File: src/sv/nearest_three_neighbors_3d_assert.svh
// Assertion macros shared by the nearest-neighbor RTL.
`ifndef NEAREST_THREE_NEIGHBORS_3D_ASSERT_SVH
`define NEAREST_THREE_NEIGHBORS_3D_ASSERT_SVH

`ifndef SYNTH

// Check a property while reset is released.
`define N3D_ASSERT(lbl, clk, rst_n, prop) \
    lbl: assert property (@(posedge clk) disable iff (!rst_n) prop) \
        else $error("nearest_three_neighbors_3d: assertion failed");

// Check a property on every edge, reset included.
`define N3D_ASSERT_ALWAYS(lbl, clk, prop) \
    lbl: assert property (@(posedge clk) prop) \
        else $error("nearest_three_neighbors_3d: assertion failed");

`else

`define N3D_ASSERT(lbl, clk, rst_n, prop)
`define N3D_ASSERT_ALWAYS(lbl, clk, prop)

`endif

`endif

File: src/sv/nn3d_pkg.sv
`timescale 1ns / 1ps
`default_nettype none

package nn3d_pkg;

    localparam int MAX_POINTS     = 512;
    localparam int NEIGHBOR_COUNT = 3;
    localparam int COORD_BITS     = 12;

    // Fixed field widths of the interface
    localparam int IDX_W    = $clog2(MAX_POINTS);
    localparam int CNT_W    = $clog2(MAX_POINTS + 1);
    localparam int CFG_W    = 10;
    localparam int REPORTED = 3;
    localparam int FOUND_W  = 2;

    // Datapath widths
    localparam int PT_W   = 3 * COORD_BITS;
    localparam int DIFF_W = COORD_BITS + 1;
    localparam int SQ_W   = 2 * COORD_BITS;
    localparam int DIST_W = SQ_W + 2;
    localparam int FILL_W = $clog2(NEIGHBOR_COUNT + 1);

    localparam logic CMD_LOAD  = 1'b0;
    localparam logic CMD_QUERY = 1'b1;

    typedef struct packed {
        logic store;
        logic start;
        logic ref_read;
        logic ref_latch;
        logic scan_step;
        logic publish;
    } ctrl_cmd_t;

    typedef struct packed {
        logic in_range;
        logic scan_last;
        logic pipe_busy;
        logic out_free;
    } dp_status_t;

endpackage

`default_nettype wire

File: src/sv/nn3d_ctrl.sv
`timescale 1ns / 1ps
`default_nettype none
`include "nearest_three_neighbors_3d_assert.svh"

module nn3d_ctrl (
    input  wire                     aclk,
    input  wire                     aresetn,
    input  wire                     s_valid,
    output logic                    s_ready,
    input  wire                     s_command,
    input  wire nn3d_pkg::dp_status_t status,
    output nn3d_pkg::ctrl_cmd_t     cmd
);
    import nn3d_pkg::*;

    typedef enum logic [2:0] {
        ST_IDLE,
        ST_REF_READ,
        ST_REF_LATCH,
        ST_SCAN,
        ST_DRAIN,
        ST_PUBLISH
    } state_t;

    state_t state_reg, state_next;
    logic   s_ready_reg;

    assign s_ready = s_ready_reg;

    always_comb begin
        state_next = state_reg;
        cmd        = '0;
        case (state_reg)
            ST_IDLE: begin
                if (s_valid && s_ready_reg) begin
                    if (s_command == CMD_QUERY) begin
                        cmd.start  = 1'b1;
                        // skip the scan for a query outside the stored set
                        state_next = status.in_range ? ST_REF_READ : ST_PUBLISH;
                    end else begin
                        cmd.store = 1'b1;
                    end
                end
            end
            ST_REF_READ: begin
                cmd.ref_read = 1'b1;
                state_next   = ST_REF_LATCH;
            end
            ST_REF_LATCH: begin
                cmd.ref_latch = 1'b1;
                state_next    = ST_SCAN;
            end
            ST_SCAN: begin
                cmd.scan_step = 1'b1;
                if (status.scan_last) begin
                    state_next = ST_DRAIN;
                end
            end
            ST_DRAIN: begin
                if (!status.pipe_busy) begin
                    state_next = ST_PUBLISH;
                end
            end
            ST_PUBLISH: begin
                // hold until the output register can take the result
                if (status.out_free) begin
                    cmd.publish = 1'b1;
                    state_next  = ST_IDLE;
                end
            end
            default: begin
                state_next = ST_IDLE;
            end
        endcase
    end

    always_ff @(posedge aclk) begin
        if (!aresetn) begin
            state_reg   <= ST_IDLE;
            s_ready_reg <= 1'b0;
        end else begin
            state_reg   <= state_next;
            s_ready_reg <= (state_next == ST_IDLE);
        end
    end

    `N3D_ASSERT(a_publish_after_drain, aclk, aresetn, cmd.publish |-> !status.pipe_busy)
    `N3D_ASSERT(a_publish_has_room, aclk, aresetn, cmd.publish |-> status.out_free)
    `N3D_ASSERT(a_query_blocks_input, aclk, aresetn, (s_valid && s_ready && s_command == CMD_QUERY) |=> !s_ready)
    `N3D_ASSERT(a_scan_only_in_range, aclk, aresetn, (cmd.start && !status.in_range) |=> !cmd.scan_step && !cmd.ref_read)

endmodule

`default_nettype wire

File: config.mk
export PLATFORM = sky130hd
export DESIGN_NAME = nn3d_ctrl
export DESIGN_NICKNAME = d
export VERILOG_FILES = /design/src/sv/nn3d_pkg.sv /design/src/sv/nn3d_ctrl.sv
export VERILOG_INCLUDE_DIRS = /design/src /design/src/sv
export SDC_FILE = /design/constraint.sdc
export NUM_CORES = 1
export LEC_CHECK = 0
export BUFFER_PORTS_ARGS = -buffer_cell sky130_fd_sc_hd__buf_2
export CAP_MARGIN = 20
export CORE_AREA = 5 5 42 44
export CTS_BUF_LIST = sky130_fd_sc_hd__clkbuf_16
export CTS_CLUSTER_DIAMETER = 150
export DETAILED_ROUTE_END_ITERATION = 8
export DIE_AREA = 0 0 47 49
export PLACE_DENSITY_LB_ADDON = 0.1
export SLEW_MARGIN = 5
export SYNTH_ARGS = -nofsm -noshare
export SYNTH_HDL_FRONTEND = slang
export SYNTH_SLANG_ARGS = --single-unit
File: constraint.sdc
create_clock -name aclk -period 0.9 [get_ports aclk]
set_input_delay 0.045 -clock aclk [delete_from_list [all_inputs] [get_ports aclk]]
set_output_delay 0.045 -clock aclk [all_outputs]
set_load 0.1 [all_outputs]
==> report_table.html, run 1 <==
<table>
<tr><th>Metric</th><th>Value</th></tr>
<tr><th colspan="2">Setup path</th></tr>
<tr><td>Slowest-stage cell, CP</td><td>dfxtp_2</td></tr>
<tr><td>Maximum fanout along the worst path</td><td>5</td></tr>
<tr><td>Crit path required time</td><td>850 ps</td></tr>
<tr><td>Critical Path Sink Type</td><td>output port</td></tr>
<tr><td>Worst-case reg-to-reg path depth</td><td>4</td></tr>
<tr><td>Flop2flop setup slack</td><td>-170 ps</td></tr>
<tr><td>Crit-path cells</td><td>and4b_1 &gt; nand2_2 &gt; clkinvlp_4 &gt; buf_12</td></tr>
<tr><td>Start point of the critical path</td><td>state_reg[1]$_SDFF_PN0_</td></tr>
<tr><td>Count of buffering cells on the critical path with inverters included</td><td>2</td></tr>
<tr><td>RR Endpoint</td><td>s_ready$_SDFF_PN0_</td></tr>
<tr><td>Crit-path max cell delay</td><td>320 ps</td></tr>
<tr><td>Critical path class</td><td>flip-flop to output port</td></tr>
<tr><td>Arrival time at the worst endpoint</td><td>1170 ps</td></tr>
<tr><td>Cell family with the largest share of critical-path delay</td><td>simple AND/OR/NAND/NOR gates</td></tr>
<tr><td>Launching point of the worst reg2reg path</td><td>state_reg[1]$_SDFF_PN0_</td></tr>
<tr><td>Setup crit start kind</td><td>flip-flop</td></tr>
<tr><th colspan="2">Power and ir drop</th></tr>
<tr><td>Design Power</td><td>0.00141 W</td></tr>
<tr><td>Peak VDD IR</td><td>1670 uV</td></tr>
<tr><td>Reported leakage power</td><td>0.271 nW</td></tr>
<tr><td>Total power divided by cell area</td><td>2130 mW/mm^2</td></tr>
<tr><th colspan="2">STA</th></tr>
<tr><td>Relative slew margins</td><td>0.872</td></tr>
<tr><td>Max-slew violation total from the final report</td><td>0</td></tr>
<tr><td>Endpoints failing hold</td><td>0</td></tr>
<tr><td>Aggregate negative setup slack</td><td>-2090 ps</td></tr>
<tr><td>Final period demand of the worst path</td><td>1210 ps</td></tr>
<tr><td>Tcrit/Tclk final</td><td>1.35</td></tr>
<tr><td>Unrepaired setup endpoints after global routing</td><td>true</td></tr>
<tr><td>Clk_skew</td><td>4.56 ps</td></tr>
<tr><td>Slew of the pin with the lowest slew margin</td><td>191 ps</td></tr>
<tr><td>Worst Slack Setup Final</td><td>-314 ps</td></tr>
<tr><td>Total setup violations reported at the end of the flow</td><td>9</td></tr>
<tr><td>Maximum clock frequency</td><td>823 MHz</td></tr>
<tr><th colspan="2">Global route</th></tr>
<tr><td>Initial antenna violation count</td><td>0</td></tr>
<tr><td>Global-route wire length before repair</td><td>1.36 mm</td></tr>
<tr><td>Pin count of the biggest net entering global routing</td><td>10</td></tr>
<tr><td>Vias in the first global route</td><td>337</td></tr>
<tr><td>Overflow left after global routing</td><td>0</td></tr>
<tr><td>GRT Util Overall</td><td>0.0873</td></tr>
<tr><th colspan="2">Clocking</th></tr>
<tr><td>Clock tree from TritonCTS</td><td>yes</td></tr>
<tr><td>Number of hold-repair buffers added at the cts stage</td><td>0</td></tr>
<tr><td>Number of buffers between clock root and the deepest sink</td><td>2</td></tr>
<tr><td>Clock Latency Late Sink</td><td>220 ps</td></tr>
<tr><td>CTS Root Buffer Type</td><td>clkbuf_16</td></tr>
<tr><td>Num CTS Buffers</td><td>3</td></tr>
<tr><td>Clock-pin slew on the worst setup and hold paths</td><td>30 ps</td></tr>
<tr><td>Number of sinks on the clock net</td><td>4</td></tr>
<tr><td>Htree depth</td><td>1</td></tr>
<tr><th colspan="2">Die</th></tr>
<tr><td>Initial standard-cell utilization of the core</td><td>0.188</td></tr>
<tr><td>Die outline area</td><td>0.00230 sq mm</td></tr>
<tr><td>Floorplan die height</td><td>49 um</td></tr>
<tr><td>Die boundary width</td><td>47 um</td></tr>
<tr><td>I/O pin total</td><td>15</td></tr>
<tr><td>Core Region</td><td>0.00140 sq mm</td></tr>
<tr><td>Number of rows created at floorplan</td><td>14</td></tr>
<tr><th colspan="2">Finish</th></tr>
<tr><td>Area added between synthesis and finish</td><td>152%</td></tr>
<tr><td>Antenna diodes</td><td>0</td></tr>
<tr><td>Layout cells sized above 1</td><td>0.732</td></tr>
<tr><td>Max FFs per register</td><td>3</td></tr>
<tr><td>Layout net count</td><td>65</td></tr>
<tr><td>Post-route core utilization</td><td>0.473</td></tr>
<tr><td>Number of standard cells in the layout, taps in and fillers out</td><td>72</td></tr>
<tr><th colspan="2">Synth</th></tr>
<tr><td>Async set-or-reset flop fraction in the synthesized netlist</td><td>0</td></tr>
<tr><td>Top cell types by occurrence after synthesis</td><td>dfxtp_1, nand2_1</td></tr>
<tr><td>Mapped Nets</td><td>40</td></tr>
<tr><td>Mapped Area</td><td>263 sq um</td></tr>
<tr><td>Biggest area consumer among synthesized cells</td><td>dfxtp_1</td></tr>
<tr><td>Portion of synthesized cell area occupied by the leading cell type</td><td>0.305</td></tr>
<tr><td>Sequential element share of the synthesized area</td><td>0.305</td></tr>
<tr><td>YS warnings</td><td>0</td></tr>
<tr><td>Synth Flop Type</td><td>dfxtp_1</td></tr>
<tr><td>Number of enable-type register cells in the synthesized netlist</td><td>0</td></tr>
<tr><td>Library cells used by synthesis</td><td>20</td></tr>
<tr><td>Synth Area per Inst</td><td>8.21 sq um</td></tr>
<tr><td>Number of register bits inferred by synthesis</td><td>4</td></tr>
<tr><td>Top post-synthesis cells by area</td><td>dfxtp_1, nand4b_1, nand2_1</td></tr>
<tr><td>Synth Instances</td><td>32</td></tr>
<tr><th colspan="2">Hold path</th></tr>
<tr><td>Worst min-delay path class</td><td>primary input to flip-flop</td></tr>
<tr><td>Worst min-delay path endpoint</td><td>s_ready$_SDFF_PN0_</td></tr>
<tr><td>Hold Path Cell Cnt</td><td>2</td></tr>
<tr><td>Hold path start</td><td>aresetn</td></tr>
<tr><th colspan="2">Route</th></tr>
<tr><td>Routed len/inst</td><td>12.0 um</td></tr>
<tr><td>Via count</td><td>328</td></tr>
<tr><td>Via-to-Cell Ratio</td><td>4.56</td></tr>
<tr><td>Violation count after the first detailed-route iteration</td><td>5</td></tr>
<tr><td>DRC violations left</td><td>0</td></tr>
<tr><td>Number of antenna-violating nets in the routed design</td><td>0</td></tr>
<tr><td>First-pass DRT Iterations</td><td>4</td></tr>
<tr><td>Wirelength, routed</td><td>863 um</td></tr>
<tr><th colspan="2">Status</th></tr>
<tr><td>Outcome</td><td>complete, but fails checks</td></tr>
<tr><td>Violated checks</td><td>setup timing</td></tr>
<tr><th colspan="2">Job</th></tr>
<tr><td>MaxCap Viol Count</td><td>0</td></tr>
<tr><th colspan="2">Place</th></tr>
<tr><td>Post-place setup slack</td><td>-166 ps</td></tr>
<tr><td>Final RePlAce weighted congestion</td><td>0.843</td></tr>
<tr><td>Placed cell count</td><td>64</td></tr>
<tr><td>HPWL Detailed</td><td>643 um</td></tr>
<tr><td>Port bufs</td><td>14</td></tr>
</table>
==> worst reg2reg max path: cells and delay by family (launching register included) <==
| kind | cells | cell delay [ps] |
|---|---|---|
| buffers and inverters | 1 | 150 |
| AOI/OAI and AO/OA | 1 | 110 |
| and+or+nand+nor | 2 | 370 |
| DFF | 1 | 320 |
==> layout make-up <==
type                       instances  area, sq um
clock buffer                       3         75.1
clock inverter                     1         3.75
fill                             131          738
inverter                           2         11.3
multi-input combinational         24          219
sequential                         4         87.6
tap                               16         20.0
timing repair buffer              22          246
==> worst max-delay path by stage <==
stage                     endpoint  slack [ps]  cells after the start
after floorplan             cmd[3]        -400                      2
after global placement      cmd[5]        -150                      4
after detailed placement    cmd[5]        -170                      4
after CTS                   cmd[5]        -320                      4
after global routing        cmd[5]        -350                      4
final                       cmd[4]        -310                      4
==> report_power, final <==
part / switching, W / internal (W)
sequential: 0.0000196 / 0.000203
clock: 0.000126 / 0.000573
combinational: 0.000280 / 0.000207
==> layout by cell type (no fill, tap or decap) <==
| cell | Yosys | layout |
|---|---|---|
| and2b_4 | 1 | 1 |
| a31oi_4 | 0 | 1 |
| and3_1 | 2 | 1 |
| and3b_2 | 1 | 1 |
| nand3b_1 | 2 | 2 |
| nand2_1 | 4 | 3 |
| nand2b_1 | 1 | 1 |
| buf_6 | 1 | 3 |
| nor2_1 | 2 | 1 |
| and3_4 | 0 | 1 |
| nor3b_4 | 0 | 1 |
| and2_4 | 0 | 1 |
| nand2_2 | 0 | 1 |
| clkinvlp_4 | 0 | 1 |
| o2111a_1 | 1 | 1 |
| buf_12 | 0 | 7 |
| nor4_2 | 0 | 1 |
| nand3_2 | 0 | 1 |
| and4b_1 | 1 | 1 |
| nand4b_1 | 2 | 2 |
| nor2_4 | 0 | 2 |
| inv_1 | 2 | 2 |
| dfxtp_4 | 0 | 1 |
| clkbuf_16 | 0 | 3 |
| buf_2 | 1 | 7 |
| a31oi_1 | 2 | 1 |
| dfxtp_2 | 0 | 3 |
| buf_4 | 0 | 5 |
==> per-stage QoR <==
step                      cell area (sq um)  hold WS, ps
final                                   663         91.7
after global routing                    663         95.3
after CTS                               637         88.1
after detailed placement                505          319
after global placement                  505          328
after floorplan                         303          187
==> routing by layer <==
metal  track usage  share of wire  up-vias
met5             0              0        -
met4        0.0553              0        0
met3        0.0443          0.074        0
met2         0.129           0.55       13
met1        0.0943           0.37      154
li1              -              -      161
==> cells by family (layout without fill, tap and decap cells) <==
| kind of cell | count (synthesis) | in the layout | synth area share |
|---|---|---|---|
| DFF | 4 | 4 | 0.305 |
| AOI/OAI and AO/OA | 3 | 3 | 0.0905 |
| buffers and inverters | 4 | 28 | 0.0905 |
| and+or+nand+nor | 21 | 21 | 0.514 |
==> repair_timing <==
item	CTS	global route
pin swaps	5	5
buffers inserted	3	1
resized for setup	6	4
endpoints found under the hold margin	0	0
endpoints found under the setup margin	9	11
Note: power is estimated with default switching activity, not from simulation.
==> inputs of run 2 (changes only) <==
ABC_AREA = 1   (was unset)
==> run 2 against run 1 <==
  * The flow still finishes with violations (setup timing)
  * Global-route usage up 0.44 points
  * Synthesized cell count increased by 63%
  * Critical path depth is 2 higher
  * Count of clock-buffer cells in the layout unchanged
  * Register-to-register slack worse by 90 ps
  * First-iteration DRC count is 100% lower
  * Cell count up 32%
  * Via count increased by 23%
  * Clock skew fell by 2.3 ps
==> report_table.html, run 2 <==
<table>
<tr><th>Metric</th><th>Value</th></tr>
<tr><th colspan="2">Status</th></tr>
<tr><td>Outcome</td><td>complete, but fails checks (unchanged)</td></tr>
<tr><td>Violated checks</td><td>setup timing (unchanged)</td></tr>
<tr><th colspan="2">Route</th></tr>
<tr><td>Violation count after the first detailed-route iteration</td><td>0 (was 5)</td></tr>
<tr><td>Via-to-Cell Ratio</td><td>4.24 (was 4.56)</td></tr>
<tr><td>DRC violations left</td><td>0 (unchanged)</td></tr>
<tr><td>Wirelength, routed</td><td>938 um (was 863 um)</td></tr>
<tr><td>Number of antenna-violating nets in the routed design</td><td>0 (unchanged)</td></tr>
<tr><td>Via count</td><td>403 (was 328)</td></tr>
<tr><td>First-pass DRT Iterations</td><td>1 (was 4)</td></tr>
<tr><td>Routed len/inst</td><td>9.87 um (was 12.0 um)</td></tr>
<tr><th colspan="2">Finish</th></tr>
<tr><td>Layout cells sized above 1</td><td>0.709 (was 0.732)</td></tr>
<tr><td>Layout net count</td><td>89 (was 65)</td></tr>
<tr><td>Most common cell after layout, fill and taps aside</td><td>buf_12</td></tr>
<tr><td>Antenna diodes</td><td>0 (unchanged)</td></tr>
<tr><td>Highest-count cells in the layout ignoring fill and taps</td><td>buf_12, nor2_1, buf_2, inv_1 (was buf_2, buf_12, buf_4)</td></tr>
<tr><td>Area added between synthesis and finish</td><td>171% (was 152%)</td></tr>
<tr><td>Max FFs per register</td><td>3 (unchanged)</td></tr>
<tr><th colspan="2">Global route</th></tr>
<tr><td>Global-route wire length before repair</td><td>1.52 mm (was 1.36 mm)</td></tr>
<tr><td>Pin count of the biggest net entering global routing</td><td>6 (was 10)</td></tr>
<tr><td>GRT Util Overall</td><td>0.0916 (was 0.0873)</td></tr>
<tr><td>Overflow left after global routing</td><td>0 (unchanged)</td></tr>
<tr><td>Vias in the first global route</td><td>412 (was 337)</td></tr>
<tr><td>Initial antenna violation count</td><td>0 (unchanged)</td></tr>
<tr><th colspan="2">Synth</th></tr>
<tr><td>Mapped Nets</td><td>60 (was 40)</td></tr>
<tr><td>Top post-synthesis cells by area</td><td>dfxtp_1, nand3_1, inv_1 (was dfxtp_1, nand4b_1, nand2_1)</td></tr>
<tr><td>Mapped Area</td><td>298 sq um (was 263 sq um)</td></tr>
<tr><td>Top cell types by occurrence after synthesis</td><td>inv_1, nor2_1, nand2_1, nand3_1, dfxtp_1 (was dfxtp_1, nand2_1)</td></tr>
<tr><td>Sequential element share of the synthesized area</td><td>0.269 (was 0.305)</td></tr>
<tr><td>Number of register bits inferred by synthesis</td><td>4 (unchanged)</td></tr>
<tr><td>Async set-or-reset flop fraction in the synthesized netlist</td><td>0 (unchanged)</td></tr>
<tr><td>Biggest area consumer among synthesized cells</td><td>dfxtp_1 (unchanged)</td></tr>
<tr><td>Number of enable-type register cells in the synthesized netlist</td><td>0 (unchanged)</td></tr>
<tr><td>Synth Instances</td><td>52 (was 32)</td></tr>
<tr><td>Portion of synthesized cell area occupied by the leading cell type</td><td>0.269 (was 0.305)</td></tr>
<tr><td>YS warnings</td><td>0 (unchanged)</td></tr>
<tr><td>Library cells used by synthesis</td><td>12 (was 20)</td></tr>
<tr><td>Synth Area per Inst</td><td>5.73 sq um (was 8.21 sq um)</td></tr>
<tr><td>Synth Flop Type</td><td>dfxtp_1 (unchanged)</td></tr>
<tr><th colspan="2">Clocking</th></tr>
<tr><td>Number of sinks on the clock net</td><td>4 (unchanged)</td></tr>
<tr><td>Number of buffers between clock root and the deepest sink</td><td>2 (unchanged)</td></tr>
<tr><td>CTS Root Buffer Type</td><td>clkbuf_16 (unchanged)</td></tr>
<tr><td>Num CTS Buffers</td><td>3 (unchanged)</td></tr>
<tr><td>Clock-pin slew on the worst setup and hold paths</td><td>30 ps (about the same)</td></tr>
<tr><td>Clock Latency Late Sink</td><td>220 ps (about the same)</td></tr>
<tr><td>Htree depth</td><td>1 (unchanged)</td></tr>
<tr><td>Clock tree from TritonCTS</td><td>yes (unchanged)</td></tr>
<tr><th colspan="2">Power and ir drop</th></tr>
<tr><td>Total power divided by cell area</td><td>2210 mW/mm^2 (was 2130 mW/mm^2)</td></tr>
<tr><td>Reported leakage power</td><td>0.374 nW (was 0.271 nW)</td></tr>
<tr><td>Peak VDD IR</td><td>1660 uV (was 1670 uV)</td></tr>
<tr><td>Design Power</td><td>0.00178 W (was 0.00141 W)</td></tr>
<tr><th colspan="2">STA</th></tr>
<tr><td>Tcrit/Tclk final</td><td>1.37 (was 1.35)</td></tr>
<tr><td>Worst hold slack</td><td>19.9 ps (was 91.7 ps)</td></tr>
<tr><td>Relative slew margins</td><td>0.884 (was 0.872)</td></tr>
<tr><td>Total setup violations reported at the end of the flow</td><td>10 (was 9)</td></tr>
<tr><td>Slew of the pin with the lowest slew margin</td><td>174 ps (was 191 ps)</td></tr>
<tr><td>Worst Slack Setup Final</td><td>-336 ps (was -314 ps)</td></tr>
<tr><td>Unrepaired setup endpoints after global routing</td><td>true (unchanged)</td></tr>
<tr><td>Maximum clock frequency</td><td>809 MHz (was 823 MHz)</td></tr>
<tr><td>Clk_skew</td><td>2.25 ps (was 4.56 ps)</td></tr>
<tr><td>Max-slew violation total from the final report</td><td>0 (unchanged)</td></tr>
<tr><td>Aggregate negative setup slack</td><td>-2450 ps (was -2090 ps)</td></tr>
<tr><td>Endpoints failing hold</td><td>0 (unchanged)</td></tr>
<tr><td>Final period demand of the worst path</td><td>1240 ps (was 1210 ps)</td></tr>
<tr><th colspan="2">Place</th></tr>
<tr><td>Port bufs</td><td>14 (unchanged)</td></tr>
<tr><td>HPWL Detailed</td><td>694 um (was 643 um)</td></tr>
<tr><td>Final RePlAce weighted congestion</td><td>0.732 (was 0.843)</td></tr>
<tr><th colspan="2">Hold path</th></tr>
<tr><td>Worst min-delay path endpoint</td><td>state_reg[1]$_SDFF_PN0_ (was s_ready$_SDFF_PN0_)</td></tr>
<tr><td>Worst min-delay path class</td><td>primary input to flip-flop (unchanged)</td></tr>
<tr><td>Hold path start</td><td>aresetn (unchanged)</td></tr>
<tr><td>Hold Path Cell Cnt</td><td>3 (was 2)</td></tr>
<tr><th colspan="2">Setup path</th></tr>
<tr><td>Critical path class</td><td>flip-flop to output port (unchanged)</td></tr>
<tr><td>Flop2flop setup slack</td><td>-260 ps (was -170 ps)</td></tr>
<tr><td>Arrival time at the worst endpoint</td><td>1190 ps (was 1170 ps)</td></tr>
<tr><td>Worst-case reg-to-reg path depth</td><td>9 (was 4)</td></tr>
<tr><td>Maximum fanout along the worst path</td><td>3 (was 5)</td></tr>
<tr><td>RR Endpoint</td><td>s_ready$_SDFF_PN0_ (unchanged)</td></tr>
<tr><td>Crit path required time</td><td>850 ps (about the same)</td></tr>
<tr><td>Critical Path Sink Type</td><td>output port (unchanged)</td></tr>
<tr><td>Launching point of the worst reg2reg path</td><td>state_reg[2]$_SDFF_PN0_ (was state_reg[1]$_SDFF_PN0_)</td></tr>
<tr><td>Setup crit start kind</td><td>flip-flop (unchanged)</td></tr>
<tr><th colspan="2">Job</th></tr>
<tr><td>MaxCap Viol Count</td><td>0 (unchanged)</td></tr>
<tr><th colspan="2">Die</th></tr>
<tr><td>Die boundary width</td><td>47 um (unchanged)</td></tr>
<tr><td>Number of rows created at floorplan</td><td>14 (unchanged)</td></tr>
<tr><td>Initial standard-cell utilization of the core</td><td>0.213 (was 0.188)</td></tr>
<tr><td>I/O pin total</td><td>15 (unchanged)</td></tr>
<tr><td>Floorplan die height</td><td>49 um (unchanged)</td></tr>
<tr><td>Core Region</td><td>0.00140 sq mm (unchanged)</td></tr>
<tr><td>Die outline area</td><td>0.00230 sq mm (unchanged)</td></tr>
</table>
## run 2: cell type report
| type | count | area, sq um |
|---|---|---|
| inverters | 12 | 66.3 |
| fillers | 135 | 596 |
| repair buffers | 24 | 282 |
| well taps | 16 | 20.0 |
| clock buffers | 3 | 75.1 |
| multi-input cells | 36 | 268 |
| flip-flops and latches | 4 | 95.1 |
## run 2: layer usage
| layer | track usage | routed length, um |
|---|---|---|
| met5 | 0 | 0 |
| met4 | 0.0691 | 25 |
| met3 | 0 | 41 |
| met2 | 0.165 | 517 |
| met1 | 0.0925 | 354 |
## run 2: worst max-delay path by stage
stage,from,slack (ps),endpoint,cells past startpoint
finish,state_reg[2]$_SDFF_PN0_,-340,cmd[3],6
global placement,state_reg[2]$_SDFF_PN0_,-140,s_ready$_SDFF_PN0_,7
global route,state_reg[2]$_SDFF_PN0_,-380,cmd[5],4
CTS,state_reg[2]$_SDFF_PN0_,-300,cmd[5],4
detailed placement,state_reg[2]$_SDFF_PN0_,-140,cmd[5],4
floorplan,s_ready$_SDFF_PN0_,-590,cmd[5],2
## run 2: critical path, cell delays in order, from the launching register on
cell and delay [ps]:
dfxtp_4 350, buf_12 120, buf_6 110, inv_6 60, nand3_4 70, clkinvlp_4 90
buf_12 160
## run 2: power breakdown
part | leakage (nW) | internal, W | switching [W] | total [W]
Clock | 0.0370 | 0.000567 | 0.000120 | 0.000687
Sequential | 0.0355 | 0.000218 | 0.0000526 | 0.000271
Combinational | 0.301 | 0.000333 | 0.000491 | 0.000824
Total | 0.374 | 0.00112 | 0.000664 | 0.00178
## run 2: cells by family after synthesis
group,after synthesis,synth area share
AOI/OAI and AO/OA,1,0.0168
buffers and inverters,12,0.151
DFF,4,0.269
and+or+nand+nor,35,0.563
## run 2: timing repair
| item | CTS | global route |
|---|---|---|
| setup endpoints to repair | 11 | 10 |
| hold buffers | 0 | 0 |
| pin swaps | 5 | 3 |
| setup buffers | 4 | 1 |
| hold endpoints to repair | 0 | 0 |
| gates resized for setup | 10 | 5 |
## run 2: metrics by stage
step                      std cells  utilization  worst slack, ps  cell area, sq um
after floorplan                  52            -             -589               388
final                            95        0.575             -336               806
after CTS                        94        0.546             -298               766
after detailed placement         87        0.443             -143               621
after global routing             95        0.575             -383               806
after global placement           87        0.443             -137               621
